## src/rtl/dtsp_pkg.sv

```systemverilog
// Shared types and constants for the date-time string parser.
// No dependencies; the other rtl files but dtsp_in_stage refer to it by scoped names.
`timescale 1ns / 1ps

package dtsp_pkg;

  // Character codes checked at fixed positions
  localparam logic [15:0] CHAR_DASH  = 16'h002D;
  localparam logic [15:0] CHAR_SPACE = 16'h0020;
  localparam logic [15:0] CHAR_COLON = 16'h003A;
  localparam logic [15:0] CHAR_ZERO  = 16'h0030;
  localparam logic [15:0] CHAR_NINE  = 16'h0039;

  // Character positions within "YYYY-MM-DD HH:MM:SS"
  localparam logic [4:0] POS_DASH_MON  = 5'd4;
  localparam logic [4:0] POS_DASH_DAY  = 5'd7;
  localparam logic [4:0] POS_SPACE     = 5'd10;
  localparam logic [4:0] POS_COLON_MIN = 5'd13;
  localparam logic [4:0] POS_COLON_SEC = 5'd16;
  localparam logic [4:0] POS_CENT_END  = 5'd2;
  localparam logic [4:0] POS_LAST      = 5'd18;
  localparam logic [4:0] POS_SAT       = 5'd20;

  // Position of the final character for each accepted length
  localparam logic [4:0] POS_END_YEAR   = 5'd3;
  localparam logic [4:0] POS_END_MONTH  = 5'd6;
  localparam logic [4:0] POS_END_DAY    = 5'd9;
  localparam logic [4:0] POS_END_HOUR   = 5'd12;
  localparam logic [4:0] POS_END_MINUTE = 5'd15;
  localparam logic [4:0] POS_END_SECOND = 5'd18;

  // Precision codes
  localparam logic [2:0] PREC_YEAR   = 3'd0;
  localparam logic [2:0] PREC_MONTH  = 3'd1;
  localparam logic [2:0] PREC_DAY    = 3'd2;
  localparam logic [2:0] PREC_HOUR   = 3'd3;
  localparam logic [2:0] PREC_MINUTE = 3'd4;
  localparam logic [2:0] PREC_SECOND = 3'd5;

  // Scanner state; cent and ylo split the year into its top and bottom digit pairs
  typedef struct packed {
    logic [4:0]  pos;
    logic        fmt_err;
    logic [13:0] year;
    logic [6:0]  cent;
    logic [6:0]  ylo;
    logic [6:0]  month;
    logic [6:0]  day;
    logic [6:0]  hour;
    logic [6:0]  minute;
    logic [6:0]  second;
  } scan_t;

  typedef struct packed {
    logic        ok;
    logic [2:0]  prec;
    logic [13:0] year;
    logic [3:0]  month;
    logic [4:0]  day;
    logic [4:0]  hour;
    logic [5:0]  minute;
    logic [5:0]  second;
  } res_t;

endpackage

```

## src/rtl/date_time_string_parser.sv

```systemverilog
// Date-time string parser: checks "YYYY-MM-DD HH:MM:SS" prefixes and returns the fields.
// Depends on dtsp_pkg, dtsp_in_stage, dtsp_scan and dtsp_check.
//
// Input channel (in_valid/in_ready): one 16-bit character word per transfer, with
// last_char high on the final character of a string. Output channel
// (out_valid/out_ready): one result word per string, issued for its final character.
//
// Throughput: one character per cycle, sustained while no final character stalls, set
// by the scan step from the input register into the field accumulators and the result
// register. Latency: the last character of a string is held in the input register,
// and its result is then registered in the output register.
//
// A result waiting in the output register does not block characters that carry on a
// string; only a final character stalls, in the input register, until the output
// register is free or being emptied in the same cycle, and in_ready then drops.
//
// Reset empties the input register and the output register and clears the scan state,
// so the first character after reset starts a new string.
`timescale 1ns / 1ps

module date_time_string_parser (
  input  logic        clk,
  input  logic        rst,
  input  logic        in_valid,
  output logic        in_ready,
  input  logic [15:0] char_code,
  input  logic        last_char,
  output logic        out_valid,
  input  logic        out_ready,
  output logic        valid_res,
  output logic [2:0]  precision,
  output logic [13:0] year,
  output logic [3:0]  month,
  output logic [4:0]  day,
  output logic [4:0]  hour,
  output logic [5:0]  minute,
  output logic [5:0]  second
);

  logic            held;
  logic [15:0]     held_char;
  logic            held_last;
  logic            out_free;
  logic            take;
  dtsp_pkg::scan_t snap;
  dtsp_pkg::res_t  res;
  dtsp_pkg::res_t  res_q;

  assign out_free = !out_valid || out_ready;
  // Hold a final character until there is room for its result
  assign take     = held && (!held_last || out_free);

  dtsp_in_stage u_in (
    .clk       (clk),
    .rst       (rst),
    .in_valid  (in_valid),
    .in_ready  (in_ready),
    .char_code (char_code),
    .last_char (last_char),
    .take      (take),
    .held      (held),
    .held_char (held_char),
    .held_last (held_last)
  );

  dtsp_scan u_scan (
    .clk       (clk),
    .rst       (rst),
    .advance   (take),
    .char_code (held_char),
    .last_char (held_last),
    .snap      (snap)
  );

  dtsp_check u_check (
    .snap (snap),
    .res  (res)
  );

  always_ff @(posedge clk) begin
    if (rst) begin
      out_valid <= 1'b0;
    end else if (take && held_last) begin
      out_valid <= 1'b1;
    end else if (out_ready) begin
      out_valid <= 1'b0;
    end
  end

  always_ff @(posedge clk) begin
    if (take && held_last) begin
      res_q <= res;
    end
  end

  assign valid_res = res_q.ok;
  assign precision = res_q.prec;
  assign year      = res_q.year;
  assign month     = res_q.month;
  assign day       = res_q.day;
  assign hour      = res_q.hour;
  assign minute    = res_q.minute;
  assign second    = res_q.second;

  // Input may only stall behind a final character whose result cannot be placed
  a_stall_cause: assert property (@(posedge clk) disable iff (rst)
    !in_ready |-> (out_valid && !out_ready))
    else $error("input stalled without a blocked result");

  a_reject_zero: assert property (@(posedge clk) disable iff (rst)
    (out_valid && !valid_res) |-> (precision == 3'd0 && year == 14'd0 && month == 4'd0
      && day == 5'd0 && hour == 5'd0 && minute == 6'd0 && second == 6'd0))
    else $error("rejected string carries nonzero fields");

  a_accept_date: assert property (@(posedge clk) disable iff (rst)
    (out_valid && valid_res) |-> (year != 14'd0 && month != 4'd0 && month <= 4'd12
      && day != 5'd0 && precision <= dtsp_pkg::PREC_SECOND))
    else $error("accepted string with out-of-range date");

  a_accept_time: assert property (@(posedge clk) disable iff (rst)
    (out_valid && valid_res) |-> (hour <= 5'd23 && minute <= 6'd59 && second <= 6'd59))
    else $error("accepted string with out-of-range time");

  a_result_source: assert property (@(posedge clk) disable iff (rst)
    (out_valid && !$past(out_valid)) |-> ($past(held) && $past(held_last)))
    else $error("result appeared without a final character");

endmodule

```

## src/rtl/dtsp_in_stage.sv

```systemverilog
// Input register for the date-time string parser: holds one character word.
// Depends on nothing but the clock and reset.
`timescale 1ns / 1ps

module dtsp_in_stage (
  input  logic        clk,
  input  logic        rst,
  input  logic        in_valid,
  output logic        in_ready,
  input  logic [15:0] char_code,
  input  logic        last_char,
  input  logic        take,
  output logic        held,
  output logic [15:0] held_char,
  output logic        held_last
);

  // A held word leaves in the same cycle a new one may enter
  assign in_ready = !held || take;

  always_ff @(posedge clk) begin
    if (rst) begin
      held <= 1'b0;
    end else if (in_valid && in_ready) begin
      held <= 1'b1;
    end else if (take) begin
      held <= 1'b0;
    end
  end

  always_ff @(posedge clk) begin
    if (in_valid && in_ready) begin
      held_char <= char_code;
      held_last <= last_char;
    end
  end

endmodule

```

## src/rtl/dtsp_scan.sv

```systemverilog
// Position tracking, format checking and decimal accumulation of the fields.
// Depends on dtsp_pkg for scan_t and the position and character constants.
`timescale 1ns / 1ps

module dtsp_scan (
  input  logic                clk,
  input  logic                rst,
  input  logic                advance,
  input  logic [15:0]         char_code,
  input  logic                last_char,
  output dtsp_pkg::scan_t     snap
);

  dtsp_pkg::scan_t acc;
  dtsp_pkg::scan_t acc_next;
  logic            is_digit;
  logic [3:0]      digit;

  function automatic logic [6:0] dec2(input logic [6:0] a, input logic [3:0] d);
    logic [10:0] t;
    t = 11'(a) * 11'd10 + 11'(d);
    return t[6:0];
  endfunction

  function automatic logic [13:0] dec4(input logic [13:0] a, input logic [3:0] d);
    logic [17:0] t;
    t = 18'(a) * 18'd10 + 18'(d);
    return t[13:0];
  endfunction

  assign is_digit = (char_code >= dtsp_pkg::CHAR_ZERO) && (char_code <= dtsp_pkg::CHAR_NINE);
  assign digit    = char_code[3:0];

  // State as it stands once the held character is taken in; pos is its own position
  always_comb begin
    snap = acc;
    if (acc.pos <= dtsp_pkg::POS_LAST) begin
      priority if (acc.pos == dtsp_pkg::POS_DASH_MON || acc.pos == dtsp_pkg::POS_DASH_DAY) begin
        if (char_code != dtsp_pkg::CHAR_DASH) snap.fmt_err = 1'b1;
      end else if (acc.pos == dtsp_pkg::POS_SPACE) begin
        if (char_code != dtsp_pkg::CHAR_SPACE) snap.fmt_err = 1'b1;
      end else if (acc.pos == dtsp_pkg::POS_COLON_MIN || acc.pos == dtsp_pkg::POS_COLON_SEC) begin
        if (char_code != dtsp_pkg::CHAR_COLON) snap.fmt_err = 1'b1;
      end else if (!is_digit) begin
        snap.fmt_err = 1'b1;
      end else if (acc.pos < dtsp_pkg::POS_DASH_MON) begin
        snap.year = dec4(acc.year, digit);
        if (acc.pos < dtsp_pkg::POS_CENT_END) snap.cent = dec2(acc.cent, digit);
        else snap.ylo = dec2(acc.ylo, digit);
      end else if (acc.pos < dtsp_pkg::POS_DASH_DAY) begin
        snap.month = dec2(acc.month, digit);
      end else if (acc.pos < dtsp_pkg::POS_SPACE) begin
        snap.day = dec2(acc.day, digit);
      end else if (acc.pos < dtsp_pkg::POS_COLON_MIN) begin
        snap.hour = dec2(acc.hour, digit);
      end else if (acc.pos < dtsp_pkg::POS_COLON_SEC) begin
        snap.minute = dec2(acc.minute, digit);
      end else begin
        snap.second = dec2(acc.second, digit);
      end
    end
  end

  always_comb begin
    acc_next = snap;
    if (acc.pos < dtsp_pkg::POS_SAT) acc_next.pos = acc.pos + 5'd1;
  end

  // Start a fresh string after the final character
  always_ff @(posedge clk) begin
    if (rst) begin
      acc <= '0;
    end else if (advance) begin
      if (last_char) acc <= '0;
      else acc <= acc_next;
    end
  end

endmodule

```

## src/rtl/dtsp_check.sv

```systemverilog
// Length decode, defaulting of absent fields and calendar/clock range checks.
// Depends on dtsp_pkg for scan_t, res_t and the precision codes.
`timescale 1ns / 1ps

module dtsp_check (
  input  dtsp_pkg::scan_t snap,
  output dtsp_pkg::res_t  res
);

  logic       len_ok;
  logic [2:0] prec;
  logic [6:0] mo;
  logic [6:0] dd;
  logic [6:0] hh;
  logic [6:0] mi;
  logic [6:0] ss;
  logic       leap;
  logic [4:0] dim;
  logic       ok;

  function automatic logic [4:0] days_in_month(input logic [6:0] m, input logic lp);
    logic [4:0] d;
    unique case (m)
      7'd1, 7'd3, 7'd5, 7'd7, 7'd8, 7'd10, 7'd12: d = 5'd31;
      7'd4, 7'd6, 7'd9, 7'd11:                    d = 5'd30;
      7'd2:                                       d = lp ? 5'd29 : 5'd28;
      default:                                    d = 5'd0;
    endcase
    return d;
  endfunction

  always_comb begin
    len_ok = 1'b1;
    unique case (snap.pos)
      dtsp_pkg::POS_END_YEAR:   prec = dtsp_pkg::PREC_YEAR;
      dtsp_pkg::POS_END_MONTH:  prec = dtsp_pkg::PREC_MONTH;
      dtsp_pkg::POS_END_DAY:    prec = dtsp_pkg::PREC_DAY;
      dtsp_pkg::POS_END_HOUR:   prec = dtsp_pkg::PREC_HOUR;
      dtsp_pkg::POS_END_MINUTE: prec = dtsp_pkg::PREC_MINUTE;
      dtsp_pkg::POS_END_SECOND: prec = dtsp_pkg::PREC_SECOND;
      default: begin
        prec   = dtsp_pkg::PREC_YEAR;
        len_ok = 1'b0;
      end
    endcase
  end

  assign mo = (prec >= dtsp_pkg::PREC_MONTH)  ? snap.month  : 7'd1;
  assign dd = (prec >= dtsp_pkg::PREC_DAY)    ? snap.day    : 7'd1;
  assign hh = (prec >= dtsp_pkg::PREC_HOUR)   ? snap.hour   : 7'd0;
  assign mi = (prec >= dtsp_pkg::PREC_MINUTE) ? snap.minute : 7'd0;
  assign ss = (prec >= dtsp_pkg::PREC_SECOND) ? snap.second : 7'd0;

  // Divisible by 4, and either not a whole century or a century divisible by 4
  assign leap = (snap.year[1:0] == 2'd0) && ((snap.ylo != 7'd0) || (snap.cent[1:0] == 2'd0));
  assign dim  = days_in_month(mo, leap);

  assign ok = !snap.fmt_err && len_ok && (snap.year != 14'd0)
              && (mo >= 7'd1) && (mo <= 7'd12) && (dd >= 7'd1) && (dd <= {2'b00, dim})
              && (hh <= 7'd23) && (mi <= 7'd59) && (ss <= 7'd59);

  always_comb begin
    res = '0;
    if (ok) begin
      res.ok     = 1'b1;
      res.prec   = prec;
      res.year   = snap.year;
      res.month  = mo[3:0];
      res.day    = dd[4:0];
      res.hour   = hh[4:0];
      res.minute = mi[5:0];
      res.second = ss[5:0];
    end
  end

endmodule

```

## config.mk

```make
export PLATFORM = sky130hd
export DESIGN_NAME = date_time_string_parser
export DESIGN_NICKNAME = d
export VERILOG_FILES = /design/src/rtl/dtsp_pkg.sv /design/src/rtl/date_time_string_parser.sv /design/src/rtl/dtsp_in_stage.sv /design/src/rtl/dtsp_scan.sv /design/src/rtl/dtsp_check.sv
export SDC_FILE = /design/constraint.sdc
export NUM_CORES = 1
export LEC_CHECK = 0
export BUFFER_PORTS_ARGS = -buffer_cell sky130_fd_sc_hd__buf_2
export CAP_MARGIN = 10
export CORE_MARGIN = 2
export CORE_UTILIZATION = 50
export DETAILED_ROUTE_END_ITERATION = 10
export GPL_ROUTABILITY_DRIVEN = 0
export HOLD_SLACK_MARGIN = 0.02
export PLACE_DENSITY = 0.73
export SETUP_SLACK_MARGIN = 0.15
export SYNTH_ARGS = -nofsm -noshare
export SYNTH_HDL_FRONTEND = slang
export SYNTH_SLANG_ARGS = --single-unit
```

## constraint.sdc

```tcl
create_clock -name clk -period 15.35 [get_ports clk]
set_clock_uncertainty 0.1 [all_clocks]
set_input_delay 2.3025 -clock clk [delete_from_list [all_inputs] [get_ports clk]]
set_output_delay 2.3025 -clock clk [all_outputs]
set_load 0.01 [all_outputs]
```

==> out/qor.yml <==
clock_tree:
  cts_hold_buf: 0
  cts_buffers: 17
  cts_sinks: 127
  clk_pin_slew_ns: 0.07
  cts-root-buf: "clkbuf_16"
  clockBufferDepth: 2
  clk_latency_ns: 0.43
  postCtsSetupBuffers: 0
  cts_max_level: 4
  tritoncts: "done"
  ctsResizeCount: 0
synthesis:
  synth_top_cell_by_area: "edfxtp_1"
  synth_cells: 894
  synth-edff-count: 61
  synth_top_area_share_pct: 21.71
  synthesis.nets: 1003
  ys_ff_latch: 127
  synth_common_cells: "nor2_1 (122), ha_1 (74), dfxtp_1 (66)"
  ys.flop_type: "dfxtp_1"
  syn_area_um2: 8437
  postSynth.asyncResetShare_pct: 0
  yosysMostFrequentCell: "nor2_1"
  yosys-top-cells-area: "edfxtp_1 (22%), dfxtp_1 (16%), ha_1 (11%)"
  yosysSeqAreaShare_pct: 37.37
  syn_area_per_cell_um2: 9.437
  synthDistinctLibCells: 68
  ys_warn_count: 0
detailed_routing:
  first_pass_iters: 8
  via_count: 6922
  drt_iter0_drc: 668
  ant_nets: 0
  drc_errors: 0
  drt_wl_total_um: 20370
  post_drt_wl_per_cell_um: 17.25
  via_per_inst: 5.861
floorplanning:
  dieWidth_um: 133.9
  die_area_um2: 17930
  coreArea_um2: 16520
  pin_count: 67
  die-height_um: 133.9
  row_count: 47
  start_util_pct: 51.06
layout:
  fin_util_pct: 57.66
  fin_nets: 1057
  syn2layout_area_growth_pct: 12.93
  insertedDiodeCount: 0
  drive_gt1_share_pct: 13.01
  nFillCells: 1422
global_route:
  grt_use_total_pct: 23.24
  antenna_found_initial: 0
  grt_overflow_total: 0
  grt_max_degree: 65
  grt_first_pass_wirelength_um: 33110
  grt_pass1_vias: 6557
pwr:
  powerDensity_nw_per_um2: 83.78
  leakagePower_nw: 3.745
  peakVddDrop_mv: 0.07824
worst_setup_path:
  cpPeakStageDelay_ns: 0.66
  critPathCaptureType: "register"
  arrival_ns: 6.26
  path_class: "register to register"
  crit_chain: "ha_1 > ha_1 > inv_1 > fa_1 > xnor2_1 > xnor2_1 > or3_1 > a21o_1 > a21o_1 > or4b_2 > o31ai_1 > ha_1 > nor2b_1 > o21a_1 > o21a_1 > o21a_1 > o22ai_1 > nand3_1 > nor4_4 > nand4_4 > a2111oi_1"
  path_max_fanout: 44
  cpLargestDelayFamily: "simple AND/OR/NAND/NOR gates"
  worst_ep_required_time_ns: 15.46
  cp-start-kind: "register"
  cp_slowest_cell: "or4b_2"
  critPathBufInv: 1
timing:
  rsz0062_at_grt: "false"
  hold_viol: 0
  fin_crit_sh_pct: 40.08
  fin_crit_ns: 6.153
  setup_viol: 0
  fmax_ghz: 0.1625
  slew_headroom_pct: 28.68
  drv_slew: 0
  tns_ns: 0
  timing.hold.ws_ns: 0.3918
  tightestPinTransition_ns: 1.066
placed_design:
  place_hpwl_um: 13870
  port_buffers: 66
outcome:
  outcome: "completed"
flow_run:
  cap_violations: 0
worst_hold_path:
  min_path_type: "register to register"
cell type report:
| cell class | count | area, um2 | share of cell area [%] |
|---|---|---|---|
| multi-input cells | 690 | 4985 | 52.32 |
| flip-flops and latches | 127 | 3153 | 33.09 |
| clock buffers | 17 | 425.4 | 4.465 |
| repair buffers | 73 | 382.9 | 4.018 |
| well taps | 220 | 275.3 | 2.889 |
| clock inverters | 15 | 160.2 | 1.681 |
| inverters | 39 | 146.4 | 1.536 |
metal layers:
layer / up-vias / share of wire, % / global-route usage (%) / wire length [um]
li1: 3376 / - / - / -
met5: - / 0 / 0 / 0
met3: 27 / 6.4 / 4.535 / 1295
met1: 3291 / 47 / 32.88 / 9572
met4: 0 / 1.5 / 7.861 / 309
met2: 228 / 45 / 35.75 / 9192
power by group:
part           internal, W  switching (W)
Sequential        0.000358     0.00000431
Combinational   0.00000843      0.0000211
Clock             0.000241       0.000165
Total             0.000607       0.000191
cell families (layout without fill, tap and decap cells):
group           Yosys count  after routing  synth area share, %
simple gates            321            321                19.09
compound gates          182            182                14.47
flops                   127            127                37.37
fa+ha+maj                88             88                14.30
buf+inv                  77            144                3.782
xor+xnor                 67             67                7.119
mux                      32             32                3.871
metrics by stage:
stage	setup WS (ns)	std cells	power [W]	cell area, um2
finish	9.197	1181	0.0007983	9528
global placement	9.408	1149	0.0003980	8942
global route	8.746	1181	0.0008180	9528
CTS	9.208	1181	0.0008005	9528
detailed placement	9.242	1149	0.0003984	8942
floorplan	10.15	894	0.0003864	8437
path summary, 6_finish.rpt:
path,from,to,slack (ns),cells past startpoint
max,u_scan.acc[29],minute[0],9.20,21
min,u_scan.acc[63],u_scan.acc[63],0.39,2
max reg2reg,u_scan.acc[29],minute[0],9.20,21
min reg2reg,u_scan.acc[63],u_scan.acc[63],0.39,2
flip-flops by register name, summed over array words and instances, names as in the netlist:
register	count
u_scan.acc	59
u_in.held_char	16
year	14
minute	6
second	6
day	5
hour	5
u_scan.snap	5
month	4
precision	3
out_valid	1
u_in.held	1
u_in.held_last	1
valid_res	1
worst reg2reg max path: cells and delay by family (launching register included):
family,cells,cell delay (ns)
AND/OR/NAND/NOR,6,2.11
AO/OA/AOI/OAI,8,1.87
adder cells (fa/ha/maj),4,1.01
XOR/XNOR,2,0.44
flip-flops,1,0.39
buffers and inverters,1,0.05
cells in the final DEF (no fill, tap or decap), drive strengths merged, types with 14 or more instances in the layout:
cell type	n
nor2	122
ha	74
buf	73
dfxtp	66
edfxtp	61
a22oi	52
nand2	46
xnor2	46
inv	44
a21oi	40
nor3	31
o21ai	31
nor4	29
mux2i	27
xor2	20
nor2b	19
clkbuf	17
nand3	15
a21o	14
fa	14
No activity file was read; power rests on OpenSTA's default activity.
